--- src/hw/rtl/srmc_pkg.sv ---
// Shared types and constants of the steering motor ramp controller.
`default_nettype none

package srmc_pkg;

    localparam int unsigned STICK_W = 8;
    localparam int unsigned POS_W   = 10;
    localparam int unsigned TIME_W  = 32;
    localparam int unsigned PER_W   = 16;
    localparam int unsigned DRV_W   = 8;
    localparam int unsigned CNT_W   = 5;
    localparam int unsigned PROD_W  = DRV_W + TIME_W;
    localparam int unsigned IN_W    = 56;
    localparam int unsigned OUT_W   = 16;
    localparam int unsigned CFG_W   = 16;
    localparam int unsigned IDX_W   = 3;

    localparam logic [POS_W-1:0]   RST_STEER_CENTER = 10'd860;
    localparam logic [PER_W-1:0]   RST_RAMP_PERIOD  = 16'd250;
    localparam logic [DRV_W-1:0]   RST_MAX_DRIVE    = 8'd50;
    localparam logic [DRV_W-1:0]   RST_REST_DRIVE   = 8'd20;
    localparam logic [STICK_W-1:0] RST_LEFT_TH      = 8'd108;
    localparam logic [STICK_W-1:0] RST_RIGHT_TH     = 8'd148;
    localparam logic [POS_W-1:0]   RST_MARGIN       = 10'd50;
    localparam logic [DRV_W-1:0]   RST_RAMP_STEP    = 8'd15;
    localparam logic [DRV_W-1:0]   RST_DRIVE_LEVEL  = 8'd20;

    typedef enum logic [IDX_W-1:0] {
        REG_STEER_CENTER,
        REG_RAMP_PERIOD,
        REG_MAX_DRIVE,
        REG_REST_DRIVE,
        REG_LEFT_TH,
        REG_RIGHT_TH,
        REG_MARGIN,
        REG_RAMP_STEP
    } srmc_reg_t;

    typedef enum logic [1:0] {
        ST_IDLE,
        ST_DIV,
        ST_MUL,
        ST_FIN
    } srmc_state_t;

    typedef enum logic [1:0] {
        DRIVE_NONE,
        DRIVE_A,
        DRIVE_B
    } srmc_mode_t;

    typedef struct packed {
        logic [POS_W-1:0]   steer_center;
        logic [PER_W-1:0]   ramp_period;
        logic [DRV_W-1:0]   max_drive;
        logic [DRV_W-1:0]   rest_drive;
        logic [STICK_W-1:0] left_th;
        logic [STICK_W-1:0] right_th;
        logic [POS_W-1:0]   margin;
        logic [DRV_W-1:0]   ramp_step;
    } srmc_cfg_t;

    typedef struct packed {
        logic load;
        logic div_step;
        logic mul;
        logic finish;
    } srmc_cmd_t;

    typedef struct packed {
        logic need_ramp;
        logic div_last;
        logic out_free;
    } srmc_status_t;

endpackage

`default_nettype wire

--- src/hw/rtl/srmc_ctrl.sv ---
// Sequencer: accept, serial divide and multiply when a side is driven, result write-back.
`default_nettype none

module srmc_ctrl
    import srmc_pkg::*;
(
    input  wire logic         aclk,
    input  wire logic         aresetn,
    input  wire logic         s_tvalid,
    output logic              s_tready,
    input  wire srmc_status_t status,
    output srmc_cmd_t         cmd
);

    srmc_state_t state_reg, state_next;

    always_ff @(posedge aclk) begin
        if (!aresetn) begin
            state_reg <= ST_IDLE;
        end else begin
            state_reg <= state_next;
        end
    end

    always_comb begin
        state_next = state_reg;
        s_tready   = 1'b0;
        cmd        = '0;
        unique case (state_reg)
            ST_IDLE: begin
                s_tready = 1'b1;
                if (s_tvalid) begin
                    cmd.load   = 1'b1;
                    state_next = status.need_ramp ? ST_DIV : ST_FIN;
                end
            end
            ST_DIV: begin
                cmd.div_step = 1'b1;
                if (status.div_last) begin
                    state_next = ST_MUL;
                end
            end
            ST_MUL: begin
                cmd.mul    = 1'b1;
                state_next = ST_FIN;
            end
            ST_FIN: begin
                if (status.out_free) begin
                    cmd.finish = 1'b1;
                    state_next = ST_IDLE;
                end
            end
            default: state_next = ST_IDLE;
        endcase
    end

`ifndef SYNTHESIS
    a_fin_hold: assert property (@(posedge aclk) disable iff (!aresetn)
        (state_reg == ST_FIN && !status.out_free) |=> state_reg == ST_FIN)
        else $error("result write-back left FIN while output busy");
    a_accept_leaves_idle: assert property (@(posedge aclk) disable iff (!aresetn)
        (state_reg == ST_IDLE && s_tvalid) |=> state_reg != ST_IDLE)
        else $error("transfer accepted but sequencer stayed idle");
    a_finish_free: assert property (@(posedge aclk) disable iff (!aresetn)
        cmd.finish |-> status.out_free)
        else $error("result written over a pending output");
`endif

endmodule

`default_nettype wire

--- src/hw/rtl/srmc_dp.sv ---
// Datapath: decision, serial divider, ramp multiply, state and output register.
`default_nettype none

module srmc_dp
    import srmc_pkg::*;
(
    input  wire logic             aclk,
    input  wire logic             aresetn,
    input  wire srmc_cfg_t        cfg,
    input  wire logic [IN_W-1:0]  s_tdata,
    input  wire srmc_cmd_t        cmd,
    output srmc_status_t          status,
    output logic                  m_tvalid,
    input  wire logic             m_tready,
    output logic [OUT_W-1:0]      m_tdata
);

    logic [STICK_W-1:0] stick;
    logic [POS_W:0]     pos11, c11, m11;
    logic [TIME_W-1:0]  now;
    logic               left_req, right_req;
    srmc_mode_t         mode_in;
    logic               ramp_in;

    srmc_mode_t         mode_reg;
    logic               ramp_reg, center_reg;
    logic [TIME_W-1:0]  now_reg;
    logic [PER_W-1:0]   rem_reg;
    logic [TIME_W-1:0]  quo_reg;
    logic [CNT_W-1:0]   cnt_reg;
    logic [PROD_W-1:0]  prod_reg;
    logic [DRV_W-1:0]   drive_reg, drive_next;
    logic [TIME_W-1:0]  last_time_reg;
    logic               m_tvalid_reg;
    logic [OUT_W-1:0]   m_tdata_reg, m_tdata_next;

    logic [PER_W:0]     trial_rem;
    logic [PER_W:0]     trial_diff;
    logic               trial_ok;
    logic [PROD_W-1:0]  sel_lvl;
    logic [DRV_W-1:0]   ramp_lvl;

    assign stick = s_tdata[STICK_W-1:0];
    assign pos11 = {1'b0, s_tdata[STICK_W +: POS_W]};
    assign now   = s_tdata[STICK_W+POS_W +: TIME_W];
    assign c11   = {1'b0, cfg.steer_center};
    assign m11   = {1'b0, cfg.margin};

    assign left_req  = (stick < cfg.left_th) && (stick != '0);
    assign right_req = stick > cfg.right_th;

    always_comb begin
        mode_in = DRIVE_NONE;
        if (left_req) begin
            if (pos11 < c11 + m11) mode_in = DRIVE_B;
        end else if (right_req) begin
            if (pos11 + m11 > c11) mode_in = DRIVE_A;
        end else begin
            if (pos11 > c11 + 11'd1)      mode_in = DRIVE_A;
            else if (pos11 + 11'd1 < c11) mode_in = DRIVE_B;
        end
    end

    assign ramp_in = mode_in != DRIVE_NONE;

    // restoring divide, one quotient bit per cycle; zero divisor yields all ones
    assign trial_rem  = {rem_reg, quo_reg[TIME_W-1]};
    assign trial_diff = trial_rem - {1'b0, cfg.ramp_period};
    assign trial_ok   = trial_rem >= {1'b0, cfg.ramp_period};

    always_ff @(posedge aclk) begin
        if (cmd.load) begin
            mode_reg   <= mode_in;
            ramp_reg   <= ramp_in;
            center_reg <= !left_req && !right_req;
            now_reg    <= now;
            rem_reg    <= '0;
            quo_reg    <= now - last_time_reg;
            cnt_reg    <= '0;
        end else if (cmd.div_step) begin
            rem_reg <= trial_ok ? trial_diff[PER_W-1:0] : trial_rem[PER_W-1:0];
            quo_reg <= {quo_reg[TIME_W-2:0], trial_ok};
            cnt_reg <= cnt_reg + CNT_W'(1);
        end
        if (cmd.mul) begin
            prod_reg <= PROD_W'(cfg.ramp_step) * PROD_W'(quo_reg);
        end
    end

    always_comb begin
        sel_lvl  = (prod_reg > PROD_W'(drive_reg)) ? prod_reg : PROD_W'(drive_reg);
        ramp_lvl = (sel_lvl > PROD_W'(cfg.max_drive)) ? cfg.max_drive : sel_lvl[DRV_W-1:0];
        if (ramp_reg)        drive_next = ramp_lvl;
        else if (center_reg) drive_next = cfg.rest_drive;
        else                 drive_next = drive_reg;
        case (mode_reg)
            DRIVE_A: m_tdata_next = {{DRV_W{1'b0}}, ramp_lvl};
            DRIVE_B: m_tdata_next = {ramp_lvl, {DRV_W{1'b0}}};
            default: m_tdata_next = '0;
        endcase
    end

    always_ff @(posedge aclk) begin
        if (!aresetn) begin
            drive_reg     <= RST_DRIVE_LEVEL;
            last_time_reg <= '0;
            m_tvalid_reg  <= 1'b0;
        end else begin
            if (cmd.finish) begin
                drive_reg <= drive_next;
                if (center_reg) last_time_reg <= now_reg;
                m_tvalid_reg <= 1'b1;
            end else if (m_tready) begin
                m_tvalid_reg <= 1'b0;
            end
        end
    end

    always_ff @(posedge aclk) begin
        if (cmd.finish) m_tdata_reg <= m_tdata_next;
    end

    assign status.need_ramp = ramp_in;
    assign status.div_last  = cnt_reg == CNT_W'(TIME_W - 1);
    assign status.out_free  = !m_tvalid_reg || m_tready;

    assign m_tvalid = m_tvalid_reg;
    assign m_tdata  = m_tdata_reg;

`ifndef SYNTHESIS
    a_hold_data: assert property (@(posedge aclk) disable iff (!aresetn)
        (m_tvalid && !m_tready) |=> $stable(m_tdata))
        else $error("pending result changed");
    a_one_side: assert property (@(posedge aclk) disable iff (!aresetn)
        m_tvalid |-> (m_tdata[DRV_W-1:0] == '0 || m_tdata[OUT_W-1:DRV_W] == '0))
        else $error("both bridge sides driven");
    a_no_ramp_zero: assert property (@(posedge aclk) disable iff (!aresetn)
        (cmd.finish && mode_reg == DRIVE_NONE) |=> m_tdata == '0)
        else $error("drive output without a ramp");
`endif

endmodule

`default_nettype wire

--- src/hw/rtl/steering_motor_ramp_controller.sv ---
// Top level: configuration registers, sequencer and datapath.
// Sequence when a side is driven: accept, 32-step serial divide of the ramp
// quotient, multiply, write-back; otherwise accept and write-back only.
// A new input is accepted only after the previous result has been written back,
// and write-back waits until the output register is free.
// Reset: synchronous active-low aresetn restores the configuration registers to
// their defaults, the drive level to 20 and the center timestamp to 0.
`default_nettype none

module steering_motor_ramp_controller
    import srmc_pkg::*;
(
    input  wire logic              aclk,
    input  wire logic              aresetn,
    input  wire logic              cfg_we,
    input  wire logic [IDX_W-1:0]  cfg_index,
    input  wire logic [CFG_W-1:0]  cfg_wdata,
    input  wire logic              s_tvalid,
    output logic                   s_tready,
    input  wire logic [IN_W-1:0]   s_tdata,   // stick_pos[7:0], steer_pos[17:8], time_ms[49:18]
    output logic                   m_tvalid,
    input  wire logic              m_tready,
    output logic [OUT_W-1:0]       m_tdata    // pwm_a[7:0], pwm_b[15:8]
);

    srmc_cfg_t    cfg_reg;
    srmc_cmd_t    cmd;
    srmc_status_t status;

    always_ff @(posedge aclk) begin
        if (!aresetn) begin
            cfg_reg.steer_center <= RST_STEER_CENTER;
            cfg_reg.ramp_period  <= RST_RAMP_PERIOD;
            cfg_reg.max_drive    <= RST_MAX_DRIVE;
            cfg_reg.rest_drive   <= RST_REST_DRIVE;
            cfg_reg.left_th      <= RST_LEFT_TH;
            cfg_reg.right_th     <= RST_RIGHT_TH;
            cfg_reg.margin       <= RST_MARGIN;
            cfg_reg.ramp_step    <= RST_RAMP_STEP;
        end else if (cfg_we) begin
            unique case (srmc_reg_t'(cfg_index))
                REG_STEER_CENTER: cfg_reg.steer_center <= cfg_wdata[POS_W-1:0];
                REG_RAMP_PERIOD:  cfg_reg.ramp_period  <= cfg_wdata[PER_W-1:0];
                REG_MAX_DRIVE:    cfg_reg.max_drive    <= cfg_wdata[DRV_W-1:0];
                REG_REST_DRIVE:   cfg_reg.rest_drive   <= cfg_wdata[DRV_W-1:0];
                REG_LEFT_TH:      cfg_reg.left_th      <= cfg_wdata[STICK_W-1:0];
                REG_RIGHT_TH:     cfg_reg.right_th     <= cfg_wdata[STICK_W-1:0];
                REG_MARGIN:       cfg_reg.margin       <= cfg_wdata[POS_W-1:0];
                REG_RAMP_STEP:    cfg_reg.ramp_step    <= cfg_wdata[DRV_W-1:0];
                default: ;
            endcase
        end
    end

    srmc_ctrl u_ctrl (
        .aclk     (aclk),
        .aresetn  (aresetn),
        .s_tvalid (s_tvalid),
        .s_tready (s_tready),
        .status   (status),
        .cmd      (cmd)
    );

    srmc_dp u_dp (
        .aclk     (aclk),
        .aresetn  (aresetn),
        .cfg      (cfg_reg),
        .s_tdata  (s_tdata),
        .cmd      (cmd),
        .status   (status),
        .m_tvalid (m_tvalid),
        .m_tready (m_tready),
        .m_tdata  (m_tdata)
    );

endmodule

`default_nettype wire
--- config.mk ---
export PLATFORM = sky130hd
export DESIGN_NAME = steering_motor_ramp_controller
export DESIGN_NICKNAME = d
export VERILOG_FILES = /design/src/hw/rtl/srmc_pkg.sv /design/src/hw/rtl/srmc_ctrl.sv /design/src/hw/rtl/srmc_dp.sv /design/src/hw/rtl/steering_motor_ramp_controller.sv
export SDC_FILE = /design/constraint.sdc
export NUM_CORES = 1
export LEC_CHECK = 0
export ABC_AREA = 0
export BUFFER_PORTS_ARGS = -buffer_cell sky130_fd_sc_hd__buf_4
export CORE_MARGIN = 2
export CORE_UTILIZATION = 64
export CTS_CLUSTER_SIZE = 28
export DETAILED_ROUTE_END_ITERATION = 10
export PLACE_DENSITY_LB_ADDON = 0.25
export SLEW_MARGIN = 30
export SYNTH_ARGS = -nofsm -noshare
export SYNTH_HDL_FRONTEND = slang
export SYNTH_SLANG_ARGS = --single-unit
--- constraint.sdc ---
create_clock -name aclk -period 5.94 [get_ports aclk]
set_input_delay 0.297 -clock aclk [delete_from_list [all_inputs] [get_ports aclk]]
set_output_delay 0.297 -clock aclk [all_outputs]
set_load 0.02 [all_outputs]
==> flow_summary.toml, run 1 <==
[yosys]
synth_cells = 2561
yosysWarningCount = 0
syn-num-nets = 3032
yosys.area_share.xor_xnor_pct = 3.54
synth_top_family_by_area = "adder cells"
synth_simple_gate_area_share_pct = 17.2
synth.area.mux_share_pct = 1.42
synth_seq_cells = 264
synth_area_per_cell_um2 = 8.99
synthArstFlopShare_pct = 0
synth_edf_count = 124
yosysSeqAreaShare_pct = 28.4
synth_compound_area_share_pct = 14.9
synth_cell_types = 78
synth-adder-area-share_pct = 27.3
syn-cell-area_um2 = 23000
synth_ff_type = "dfxtp_1"

[sta]
final.setup_skew_ns = 0.0192
slew_headroom_pct = 39.1
rsz0062_at_grt = "false"
hold_viol = 0
setup_tns_ns = 0
slew_violations = 0
fin_crit_ns = 5.73
max_freq_mhz = 174
tightest_slew_ns = 0.910
fin_crit_sh_pct = 96.5
setup_viol = 0

[critical_path]
crit_type = "reg -> reg"
crit_arrival_ns = 6.11
crit_path_start_kind = "register"
timing.rr.start = "u_dp.quo_reg[6]"
crit_required_ns = 6.32
reg2reg_to = "u_dp.prod_reg[26]"
r2r_cells = 17
r2r_slack_ns = 0.21
end_kind = "register"
crit_path_max_fanout = 9

[detailed_routing]
drt_pass1_iterations = 5
drtIter0Drc = 1299
finalWirelength_mm = 53.0
route.detailed.drc = 0
vias = 18222
drt-wirelength-per-cell_um = 16.9
ant_nets = 0
vias_per_cell = 5.79

[global_routing]
grt_start_max_net_pins = 88
grt_overflow = 0
grt_pass1_vias = 18261
antenna_found_initial = 1
grt_use_total_pct = 28.5
grt_pass1_wl_mm = 89.1

[place]
dp_cells = 3050
post-dp-hpwl_mm = 39.8
gp_congestion = 0.907
portBuffers = 91
placed_cell_area_um2 = 24100

[clock_tree]
clk_path_buf_depth = 3
clkLatencyLatePin_ns = 0.58
clock_sinks = 264
clkTransAtPathRegs_ns = 0.07
cts_made_buffers = 29
cts_tree = "built"
cts-root-buf = "clkbuf_16"
htreeDepth = 1

[min_path]
min_path_type = "in -> reg"
hold_end = "cfg_reg[61]"
min_from = "cfg_wdata[11]"
hold_path_depth = 3

[floorplan]
core-area_um2 = 35500
die_h_um = 194
chipWidth_um = 194
num_rows = 69
io_pins = 98
die-area_um2 = 37500
initial_core_util_pct = 64.9

[final_layout]
final_cell_mix = "374 x nand2_1, 348 x inv_1, 206 x ha_1"
area_growth_pct = 10.8
drive_gt1_share_pct = 7.68
fin_util_pct = 71.9
nNetsFinal = 3134
final_common_cell = "nand2_1"
stdcell_count = 3146
largest_reg_flops = 76
finalInstanceArea_um2 = 25500

[run]
max-cap-violations = 0

[outcome]
outcome = "finished clean"
[stage by stage]
step           hold slack [ns]  setup slack (ns)
2_1_floorplan            0.396             0.673
4_1_cts               0.000386            0.0996
5_1_grt                 0.0203            0.0167
6_report                0.0220             0.209
3_5_place_dp             0.460             0.134
3_3_place_gp             0.452             0.251
[what timing repair did]
action,CTS,global route
setup buffers,0,5
hold buffers,38,0
setup endpoints to repair,0,8
endpoints found under the hold margin,41,0
gates resized for setup,0,10
[critical path, cell delays in order, from the launching register on]
cell and delay, ns:
edfxtp_1 0.55, and2_1 0.25, fa_1 0.50, fa_1 0.53
fa_1 0.55, inv_1 0.05, fa_1 0.53, inv_1 0.04
ha_1 0.34, and3_1 0.21, and2_1 0.18, a221o_1 0.33
and3_1 0.16, a221o_1 0.36, o21a_1 0.24, o21ai_2 0.14
or4b_1 0.46, o311ai_1 0.10
[worst max path at each step]
stage | start | to | cells past startpoint
finish | u_dp.quo_reg[6] | u_dp.prod_reg[26] | 17
global placement | cfg_reg[7] | u_dp.prod_reg[39] | 17
global route | cfg_reg[6] | u_dp.prod_reg[26] | 18
CTS | cfg_reg[2] | u_dp.prod_reg[26] | 18
detailed placement | cfg_reg[2] | u_dp.prod_reg[26] | 18
floorplan | cfg_reg[6] | u_dp.prod_reg[26] | 18
[cells in the mapped netlist (all sizes together) (5+ instances only)]
| master | n | share of area [%] |
|---|---|---|
| o21a | 28 | 0.92 |
| nor3 | 21 | 0.46 |
| nand4 | 16 | 0.43 |
| o31ai | 18 | 0.59 |
| nand2 | 375 | 6.1 |
| a21oi | 107 | 2.3 |
| inv | 349 | 5.7 |
| dfxtp | 140 | 12 |
| nor2b | 24 | 0.68 |
| edfxtp | 124 | 16 |
| or3 | 6 | 0.18 |
| buf | 12 | 0.33 |
| o211ai | 29 | 0.95 |
| nor4 | 14 | 0.38 |
| o31a | 5 | 0.19 |
| a31oi | 11 | 0.30 |
| xnor2 | 65 | 2.5 |
| o21ai | 108 | 2.4 |
| and3 | 14 | 0.38 |
| a21boi | 90 | 2.9 |
| nand3 | 56 | 1.2 |
| mux2 | 8 | 0.42 |
| mux2i | 23 | 1.0 |
| xor2 | 28 | 1.1 |
| nand2b | 17 | 0.46 |
| o21bai | 18 | 0.59 |
| a211oi | 11 | 0.36 |
| fa | 184 | 16 |
| a21o | 45 | 1.5 |
| nor2 | 96 | 1.6 |
| ha | 207 | 11 |
| and2 | 171 | 4.6 |
| clkbuf | 79 | 1.3 |
[final cells by class]
cell class                      count  area, um^2
Clock buffer                       43         848
Sequential cell                   264        6530
Clock inverter                      9        66.3
Inverter                          349        1310
Tap cell                          461         577
Timing Repair Buffer              162        1310
Multi-Input combinational cell   1857       14900
Antenna cell                        1        2.50
Fill cell                        2641        9980
[metal layers]
metal / share of wire, % / global-route usage [%] / vias to the layer above
met5: 0 / 0 / -
met4: 2.2 / 7.86 / 0
met3: 5.9 / 3.84 / 97
met2: 46 / 46.2 / 536
met1: 46 / 40.3 / 8860
li1: - / - / 8729
[logic make-up after synthesis]
logic type | after synthesis
mux | 31
simple gates | 828
xor+xnor | 93
compound gates | 514
fa+ha+maj | 391
buf+inv | 440
flops | 264
Power of run 1 is left out: the tool's default activity adds up to more than one toggle a clock period on the data nets, which glitch-free logic cannot reach.
==> inputs of run 2 (changes only) <==
--- a/config.mk
+++ b/config.mk
@@ -5,7 +5,8 @@
 export SDC_FILE = /design/constraint.sdc
 export NUM_CORES = 1
 export LEC_CHECK = 0
-export ABC_AREA = 0
+export ABC_AREA = 1
+export ABC_CLOCK_PERIOD_IN_PS = 5940
 export BUFFER_PORTS_ARGS = -buffer_cell sky130_fd_sc_hd__buf_4
 export CORE_MARGIN = 2
 export CORE_UTILIZATION = 64
==> run 2 against run 1 <==
Net effect:
- final area up 2.7%
- critical endpoint is now u_dp.prod_reg[37]
- synthesized cell count up 21%
- global-route usage grew 3.1 points
- register-to-register slack improved by 0.44 ns
- clock skew is 0.0064 ns lower
- fmax rose by 8.2%
- worst setup slack improved by 0.44 ns
- routed wire length up 12%
- highest routed layer unchanged
- first-iteration DRC count decreased by 4.5%
==> flow_summary.toml, run 2 <==
[global_routing]
grt_pass1_wl_mm = 99.4
grt_use_total_pct = 31.6
antenna_found_initial = 0
grt_pass1_vias = 20780
grt_start_max_net_pins = 64
grt_overflow = 0

[yosys]
yosysTopAreaCellShare_pct = 15.5
synth.largest_area_cell = "edfxtp_1"
synth_edf_count = 124
synthTopCellsByCount = "729 x nand2_1, 649 x inv_1, 212 x nor2_1, 207 x ha_1, 184 x fa_1"
synth_ff_type = "dfxtp_1"
yosysWarningCount = 0
yosysMostFrequentCell = "nand2_1"
syn-cell-area_um2 = 24000
synth_cell_types = 58
yosysSeqAreaShare_pct = 27.2
synth_seq_cells = 264
syn-num-nets = 3579
synth_area_per_cell_um2 = 7.71
synth_cells = 3108
synth.area.top_cells = "edfxtp_1 16%, fa_1 15%, dfxtp_1 12%"
synthArstFlopShare_pct = 0

[final_layout]
final_cell_mix = "728 x nand2_1, 648 x inv_1, 212 x nor2_1"
largest_reg_flops = 76
diodes = 0
fillers = 2976
regArea_um2 = 6530
finalInstanceArea_um2 = 26200
multi_input_area_um2 = 14600
nNetsFinal = 3647
area_growth_pct = 9.36
final_common_cell = "nand2_1"
drive_gt1_share_pct = 7.19

[sta]
setup_viol = 0
hold_viol = 0
slew_headroom_pct = 39.7
rsz0062_at_grt = "false"
fin_crit_sh_pct = 89.2
setup_tns_ns = 0
final.setup_skew_ns = 0.0128
max_freq_mhz = 189
fin_crit_ns = 5.30
tightest_slew_ns = 0.903
slew_violations = 0
hold_ws_ns = 0.0256

[place]
portBuffers = 91
placed_cell_area_um2 = 24900
post-dp-hpwl_mm = 45.8
gp_congestion = 0.946

[critical_path]
r2r_cells = 18
crit_path_max_fanout = 17
crit_path_start_kind = "register"
crit_type = "reg -> reg"
end_kind = "register"
crit_arrival_ns = 5.62
crit_required_ns = 6.27

[floorplan]
core-area_um2 = 36700
initial_core_util_pct = 65.3
die-area_um2 = 39000
num_rows = 70
chipWidth_um = 197
io_pins = 98
die_h_um = 197

[clock_tree]
cts_tree = "built"
cts-root-buf = "clkbuf_16"
clk_path_buf_depth = 3
clkLatencyLatePin_ns = 0.58
hold_buffers = 34
post_cts_resized = 0
cts_made_buffers = 29
clkTransAtPathRegs_ns = 0.06
postCtsSetupBuffers = 0
htreeDepth = 1
clock_sinks = 264

[detailed_routing]
ant_nets = 0
drtIter0Drc = 1241
drt-wirelength-per-cell_um = 16.1
vias = 20252
drt_pass1_iterations = 8
vias_per_cell = 5.52
route.detailed.drc = 0
finalWirelength_mm = 59.2

[outcome]
outcome = "finished clean"

[min_path]
min_path_type = "in -> reg"
hold_path_depth = 3

[run]
max-cap-violations = 0
[run 2: cell types whose count changed in the layout (fill, tap and decap cells not counted), sizes merged, moves of 24 or more]
cell / delta
nor2b: -24
a21boi: -81
and2: -166
nor2: +123
xor2: +35
o21ai: +58
inv: +301
xnor2: -31
nand2: +364
a21oi: +82
a21o: -33
[run 2: kinds of logic (layout without fill, tap and decap cells)]
logic type                 Yosys count  after routing  synth area share, %
buffers and inverters              764            855                 12.1
xor gates and xnor gates            97             97                 3.55
AOI/OAI and AO/OA                  484            484                 12.0
adders and majority gates          391            391                 26.2
DFF                                264            264                 27.2
and+or+nand+nor                   1108           1108                 18.9
[run 2: critical path, cell delays in order (launching register included)]
cell	delay (ns)
dfxtp_1	0.80
buf_4	0.33
nand2_1	0.07
inv_1	0.07
fa_1	0.44
fa_1	0.54
fa_1	0.56
inv_1	0.06
fa_1	0.54
inv_1	0.04
ha_1	0.35
a21o_1	0.19
a31oi_1	0.22
o21bai_1	0.12
a21oi_1	0.13
nand2_1	0.11
a21oi_2	0.23
o21ai_2	0.08
xor2_1	0.14
[run 2: layout make-up]
cell class	count	area share [%]
Clock buffer	43	3.05
Clock inverter	11	0.353
Inverter	655	9.39
Multi-Input combinational cell	2080	55.5
Sequential cell	264	24.9
Tap cell	468	2.24
Timing Repair Buffer	146	4.51
[run 2: worst paths after layout]
path / start / to / slack, ns
max: cfg_reg[5] / u_dp.prod_reg[37] / 0.64
min: cfg_wdata[12] / cfg_reg[62] / 0.03
min reg2reg: cfg_reg[41] / cfg_reg[41] / 0.46
max reg2reg: cfg_reg[5] / u_dp.prod_reg[37] / 0.64
[run 2: metrics by stage]
step | instances | util (%) | setup slack (ns)
global placement | 3579 | 68.0 | 0.832
floorplan | 3108 | - | 1.23
detailed placement | 3579 | 68.0 | 0.690
global route | 3667 | 71.4 | 0.283
CTS | 3667 | 71.3 | 0.674
finish | 3667 | 71.4 | 0.644
[run 2: per-layer routing]
metal  vias up  track usage, %  wire length (um)
li1       9853               -                 -
met1      9544            39.1             24000
met2       671            56.3             28900
met3       184            3.55              3670
met4         0            12.9              2680
met5         -               0                 0
Power of run 2 is left out for the same reason.
